## src/sv/floor_ceiling_texel_caster_core_macros.svh

```systemverilog
// assertion macros for the floor and ceiling texel caster
`ifndef FLOOR_CEILING_TEXEL_CASTER_CORE_MACROS_SVH
`define FLOOR_CEILING_TEXEL_CASTER_CORE_MACROS_SVH

// implication checked on every clock edge outside reset
`define FCTC_ASSERT_IMP(label, clk, rst_n, ante, cons, msg) \
	label: assert property (@(posedge clk) disable iff (!rst_n) (ante) |-> (cons)) \
		else $error(msg);

// implication whose consequent is checked in the cycle after the antecedent
`define FCTC_ASSERT_NEXT(label, clk, rst_n, ante, cons, msg) \
	label: assert property (@(posedge clk) disable iff (!rst_n) (ante) |=> (cons)) \
		else $error(msg);

`endif

```

## src/sv/fctc_pkg.sv

```systemverilog
// types and constants of the floor and ceiling texel caster
`default_nettype none
package fctc_pkg;
	localparam int FRAC_BITS = 16;
	localparam int MAP_BITS  = 8;
	localparam logic [16:0] ONE_FIX = 17'h10000;

	localparam logic [2:0] REG_SCREEN_HEIGHT = 3'd0;
	localparam logic [2:0] REG_FLOOR_TEX_W   = 3'd1;
	localparam logic [2:0] REG_FLOOR_TEX_H   = 3'd2;
	localparam logic [2:0] REG_SKY_TEX_W     = 3'd3;
	localparam logic [2:0] REG_SKY_TEX_H     = 3'd4;

	typedef struct packed {
		logic [24:0] fx;
		logic [24:0] fy;
		logic [23:0] px;
		logic [23:0] py;
		logic        drawn;
		logic [11:0] ceil_row;
	} item_t;

	typedef struct packed {
		item_t       itm;
		logic [35:0] den;
		logic [43:0] rem;
		logic [15:0] quo;
		logic        sat;
	} div_t;
endpackage
`default_nettype wire

```

## src/sv/fctc_mod.sv

```systemverilog
// three-stage modulo reduction of a texel index by the texture size
`default_nettype none
module fctc_mod
	import fctc_pkg::*;
(
	input  wire logic        clk,
	input  wire logic        en,
	input  wire logic [19:0] t,
	input  wire logic [10:0] size,
	output logic [10:0]      res
);
	// t < size * 512, so nine conditional subtracts leave t mod size
	function automatic logic [19:0] reduce3(input logic [19:0] v, input logic [10:0] sz,
		input int hi);
		logic [19:0] acc;
		logic [19:0] sh;
		acc = v;
		for (int i = 0; i < 3; i++) begin
			sh = 20'(sz) << (hi - i);
			if (acc >= sh) begin
				acc = acc - sh;
			end
		end
		return acc;
	endfunction

	logic [19:0] t_s1, t_s2, t_s3;

	always_ff @(posedge clk) begin
		if (en) begin
			t_s1 <= reduce3(t, size, 8);
			t_s2 <= reduce3(t_s1, size, 5);
			t_s3 <= reduce3(t_s2, size, 2);
		end
	end

	assign res = t_s3[10:0];
endmodule
`default_nettype wire

```

## config.mk

```make
export PLATFORM = sky130hd
export DESIGN_NAME = fctc_mod
export DESIGN_NICKNAME = d
export VERILOG_FILES = /design/src/sv/floor_ceiling_texel_caster_core_macros.svh /design/src/sv/fctc_pkg.sv /design/src/sv/fctc_mod.sv
export SDC_FILE = /design/constraint.sdc
export NUM_CORES = 1
export LEC_CHECK = 0
export BUFFER_PORTS_ARGS = -buffer_cell sky130_fd_sc_hd__buf_2
export CAP_MARGIN = 30
export CORE_MARGIN = 4
export CORE_UTILIZATION = 42
export CTS_CLUSTER_SIZE = 25
export DETAILED_ROUTE_END_ITERATION = 6
export GPL_ROUTABILITY_DRIVEN = 0
export SLEW_MARGIN = 0
export SYNTH_ARGS = -nofsm -noshare
export SYNTH_HDL_FRONTEND = slang
export SYNTH_SLANG_ARGS = --single-unit
```

## constraint.sdc

```tcl
create_clock -name clk -period 12.54 [get_ports clk]
set_input_delay 2.508 -clock clk [delete_from_list [all_inputs] [get_ports clk]]
set_output_delay 2.508 -clock clk [all_outputs]
set_load 0.05 [all_outputs]
```

**After elaboration in Yosys (flattened, before gate mapping)**

Index checks and enable logic that the tools add are counted.

- Bits in registers: 51
- Bits of input ports: 33
- Word-level logic and storage cells: 36

- Add/subtract/negate cells: 9
- $lt $le $gt $ge: 9
- Muxes and demuxes: 15

Operator list:

| operator | number |
|---|---|
| $mux 20 | 14 |
| $ge 20x11->1 | 1 |
| $ge 20x12->1 | 1 |
| $ge 20x13->1 | 1 |
| $ge 20x14->1 | 1 |
| $ge 20x15->1 | 1 |
| $ge 20x16->1 | 1 |
| $ge 20x17->1 | 1 |
| $ge 20x18->1 | 1 |
| $ge 20x19->1 | 1 |
| $sub 20x12->20 | 1 |
| $sub 20x13->20 | 1 |
| $sub 20x14->20 | 1 |
| $sub 20x15->20 | 1 |
| $sub 20x16->20 | 1 |
| $sub 20x17->20 | 1 |
| $sub 20x18->20 | 1 |
| $sub 20x19->20 | 1 |
| $mux 11 | 1 |
| $sub 11x11->11 | 1 |

**Longest topological paths before layout**

- Word-level depth: 8
- Gate-level depth with buffers: 36
- Mapped depth without buffers: 32

**Worst setup path before layout**

No wires, ideal clock.

- Path kind: input to register
- Start: in size[1]
- End: reg t_s2[12], data pin
- Setup time: 0.260 ns
- Data required time: 12.280 ns
- Arrival: 9.795 ns
- Stages: 31
- Setup slack: 2.485 ns
- Path through: inv_1 -> ha_1 -> and4b_1 -> and4b_1 -> or4_4 -> nor2_1 -> mux2_2 -> ha_1 -> nor2b_1 -> o31a_1 -> o211ai_1 -> a21boi_0 -> a311oi_1 -> nand3b_1 -> or3_1 -> clkbuf_1 -> clkbuf_1 -> a21oi_1 -> ha_1 -> nor2b_1 -> o21ai_0 -> a21boi_0 -> o211ai_1 -> nand2_1 -> a221oi_1 -> o211ai_1 -> a211o_1 -> and4b_1 -> buf_6 -> buf_12 -> mux2_4

- Longest elaborated chain between the ends: 8

RTL lines:

| what | line | RTL |
|---|---|---|
| from (decl) | fctc_mod.sv:9 | `input wire logic [10:0] size,` |
| $sub 20x16->20 / $ge 20x16->1 (equally long branches) | fctc_mod.sv:21, fctc_mod.sv:20 |  |
| $mux 20 | fctc_mod.sv:20 | `if (acc >= sh) begin` |
| $mux 20 | fctc_mod.sv:30 | `if (en) begin` |
| $sub 20x15->20 / $ge 20x15->1 (equally long branches) | fctc_mod.sv:21, fctc_mod.sv:20 |  |
| $mux 20 | fctc_mod.sv:20 |  |
| $mux 20 | fctc_mod.sv:30 |  |
| $sub 20x14->20 / $ge 20x14->1 (equally long branches) | fctc_mod.sv:21, fctc_mod.sv:20 |  |
| $mux 20 * | fctc_mod.sv:20 |  |
| to (signal assigned) | fctc_mod.sv:32 | `t_s2 <= reduce3(t_s1, size, 5);` |
| to (decl) | fctc_mod.sv:27 | `logic [19:0] t_s1, t_s2, t_s3;` |

Every way passes the cells marked *; elsewhere a longest branch is shown, timed or not. The select of a mux whose other input is x is not followed.
A chain may end at the register's enable or synchronous reset.

**Worst setup path after layout**

- Start: in size[2]
- End: reg t_s2[8], data pin

The elaborated chain is that of the path after synthesis.

==> impl.org <==
** Clock network
- Number of gates resized after cts :: 0
- Counting every sink on the clock net gives a little over 50.
- In this run, post-CTS hold repair placed 0 buffers.
- Total number of H-tree levels :: 2
- Clock root buffer :: clkbuf_16
- Post CTS Setup Buffer Count :: 0
- TritonCTS built the clock tree.
- Clock slew at the register clock pins of the worst setup and hold paths :: 0.07 ns
- Buffers inserted during clock tree synthesis total 5.
- The longest clock path from root to sink contains 2 buffers.
- Clock insertion delay at the later pin of the skew report :: roughly 0.31 ns

** Floorplanning
- Die Y-Extent :: approximately 150 um
- The region available for standard cell placement spans roughly 19000 sq um.
- During I/O placement, the number of pins put on the boundary was 44.
- The die covers 21700 sq um.
- Width of the chip :: 147 um
- Row Count :: 50
- Effective utilization at floorplan :: between 40% and 50%

** Worst setup path
- Worst Path Required :: 12.59 ns
- Data arrives at the worst endpoint at 11.21 ns.
- The worst setup path is launched from a primary input.
- STA classifies the critical path endpoint as a flip-flop.
- In this run the worst path has a maximum fanout of 16.
- The critical path is of the in2reg type.
- Worst reg2reg setup slack :: 3.50 ns

** Cells and area
- Layout Cells excl Fill :: ~1300
- Share of layout cells above drive strength 1 :: approximately an eighth
- Area taken by multi-input logic gates :: 6260 sq um
- Fill cells in the final layout number about 1900.
- Area growth from synthesis to layout :: 8.07%
- 0 antenna diodes ended up in the layout.
- Highest-count cells in the layout ignoring fill and taps :: 99 x ha_1, 91 x a21oi_1, 82 x nor2_1
- Summing all flip-flop and latch instances after layout gives 1530 sq um.
- Leaving out fill and tap cells, the most frequent cell in the layout is ha_1.
- Final standard cell area without fillers :: 8790 sq um
- At the end of the flow, the number of nets in the layout was between 1000 and 1500.

** Global routing
- Initial antenna violation count :: 0
- Via count of the first global-routing pass :: 7085
- Global Route Usage Sum :: about a fifth
- Global routing finished with a remaining overflow of 0.
- Wire length of the first global-routing pass :: 35600 um
- Entering global routing, the biggest net connects 52 pins.

** Synthesis
- Summing the areas of all xor and xnor instances in the mapped netlist gives under 10% of the synthesized area.
- Main flop type after synthesis :: edfxtp_1
- Fraction of synthesized area in multiplexers :: under 10%
- By area, the combinational part of the netlist is dominated by compound AO/OA/AOI/OAI gates.
- Number of flops mapped to enable cells by yosys :: 51
- Seq/Total Area, Yosys :: 18.8%
- Synthesis produced 980 cells.
- Per-instance average area after synthesis :: 8.30 sq um
- Top post-synthesis cells by area :: edfxtp_1 19%, ha_1 15%, xnor2_1 5.8%
- Of the total synthesized cell area, the portion taken by full adders, half adders and majority gates is 17.4%.
- Of the total synthesized cell area, the portion taken by AND, OR, NAND and NOR gates is 19.7%.
- Async set-reset flop share out of synthesis :: 0%
- Number of distinct library cells after synthesis :: 79
- Dominant cell type by area after synthesis :: edfxtp_1
- Of the post-synthesis cell area, the dominant cell type holds 18.8%.
- The synthesized netlist devotes 23.2% of its cell area to compound gates.
- Net count after synthesis :: 1121
- Number of warnings reported in the yosys synthesis log :: 0
- After synthesis the netlist holds a flip-flop and latch count of 51.
- Summing every instance area after synthesis gives 8140 sq um.

** Worst hold path
- The path class of the tightest hold or removal check is reg2reg.

** STA
- Shortest clock period the worst path allows after layout :: approximately 11 ns
- Worst Skew :: approximately 0.017 ns
- Dividing the final minimum period by the clock period gives 89.1%.
- Worst setup slack after layout :: around 1.4 ns
- Unrepaired setup endpoints after global routing :: false
- Slew Viols, Final :: 0
- Final total negative setup slack :: 0 ns
- Setup violations remaining at the end of the flow were counted as 0.
- Transition time at the pin with the least slew margin :: 0.752 ns
- Highest clock rate :: between 0.08 and 0.09 GHz
- Headroom to the max-slew limit came out at 48.6%.
- The final number of hold-violating endpoints is 0.

** Drt
- DR vias :: ~7300
- For this run, design rule violations remaining after detail routing come to 0.
- The detail route stage leaves a number of antenna-violating nets equal to 0.
- Drt first pass iters :: 5
- Initial detailed-routing violation count :: 318
- After detailed routing, the number of vias per cell comes to 5.72.
- Wires add up to 22200 um.
- In the final routed layout, each cell accounts on average for 17.3 um.

** Placed design
- Counting tap cells, the placed design contains a total of 1276 instances.
- Timing analysis after detailed placement gives a worst setup slack of 1.05 ns.
- Area of placed instances :: 8660 sq um
- Count of buffers from port buffering :: 43
- Once detailed placement completed, the half-perimeter wirelength came to 17800 um.

** Flow run
- Number of max-cap violations :: 0

** Outcome
- The run finished with clean final reports.
-- final cells by class --
cell class,count,share of cell area [%]
sequential,51,17.4
timing repair buffer,57,3.61
clock buffer,5,1.42
multi-input combinational,847,71.1
inverter,61,2.60
tap,260,3.70
clock inverter,2,0.0996
-- state kept, by name (all words and copies together) (netlist names) --
name / count
t_s3: 11
t_s1: 20
t_s2: 20
-- cell usage after synthesis, types with 4 or more instances --
cell type and number:
ha_1 99, a21oi_1 91, nor2_1 82, nand2_1 72, o21ai_0 61, inv_1 60, xnor2_1 54, edfxtp_1 51
mux2_2 41, a21o_1 30, xor2_1 21, nor3_1 20, nand2b_1 19, nand3_1 19, nor2b_1 18, mux2i_1 16
nand4_1 15, o211ai_1 15, clkbuf_1 13, nor4_1 13, a21boi_0 9, fa_1 9, o21a_1 9, o31ai_1 8
and2_1 7, o21bai_1 7, a211oi_1 6, a31oi_1 6, and4_1 6, nand3b_1 6, or2_2 6, a211o_1 4
a31o_2 4, and3_1 4, o41ai_1 4, or3_1 4, or4_1 4
-- path summary, 6_finish.rpt --
path / startpoint / to / cells past startpoint
worst min-delay path: t_s1[2] / t_s2[2] / 0
worst max-delay path: size[2] / t_s2[8] / 28
worst min register to register: t_s1[2] / t_s2[2] / 0
worst max register to register: t_s1[13] / t_s2[8] / 26
-- worst max-delay path, stage by stage --
cell and delay (ns):
buf_2 0.10, inv_1 0.35, ha_1 0.38, and4b_1 0.25, and4b_1 0.24, or4_4 0.45
nor2_1 0.31, mux2_2 0.40, ha_1 0.33, nor2b_1 0.17, o31a_1 0.27, o211ai_1 0.25
a21boi_0 0.22, a311oi_1 0.44, nand3b_1 0.19, or3_1 0.65, a21oi_1 0.41, ha_1 0.31
nor2b_1 0.13, o21ai_0 0.20, a21boi_0 0.18, o211ai_1 0.21, nand2_1 0.11, a221oi_1 0.50
o211ai_1 0.20, a211o_1 0.31, and4b_1 0.72, mux2_2 0.40
-- per-layer routing --
metal	routed length, um	track usage, %	share of wire [%]	up-vias
met2	11100	37.4	50	125
li1	-	-	-	3754
met1	9600	23.9	43	3425
met3	766	2.96	3.5	41
met4	696	6.76	3.1	0
met5	0	0	0	-
-- logic make-up (layout without fill, tap and decap cells) --
logic type | after synthesis | count (layout)
and+or+nand+nor | 312 | 312
AOI/OAI and AO/OA | 290 | 290
adders and majority gates | 108 | 108
buffers and inverters | 82 | 125
xor gates and xnor gates | 75 | 75
muxes | 62 | 62
DFF | 51 | 51
-- stage by stage --
stage,utilization (%),hold WS [ns]
after floorplan,-,0.452
after global placement,45.8,0.466
after detailed placement,45.8,0.479
after CTS,46.5,0.496
after global routing,46.5,0.500
final,46.5,0.505
Power is left out: the tool's default activity adds up to more than one toggle a clock period on the data nets, which glitch-free logic cannot reach.
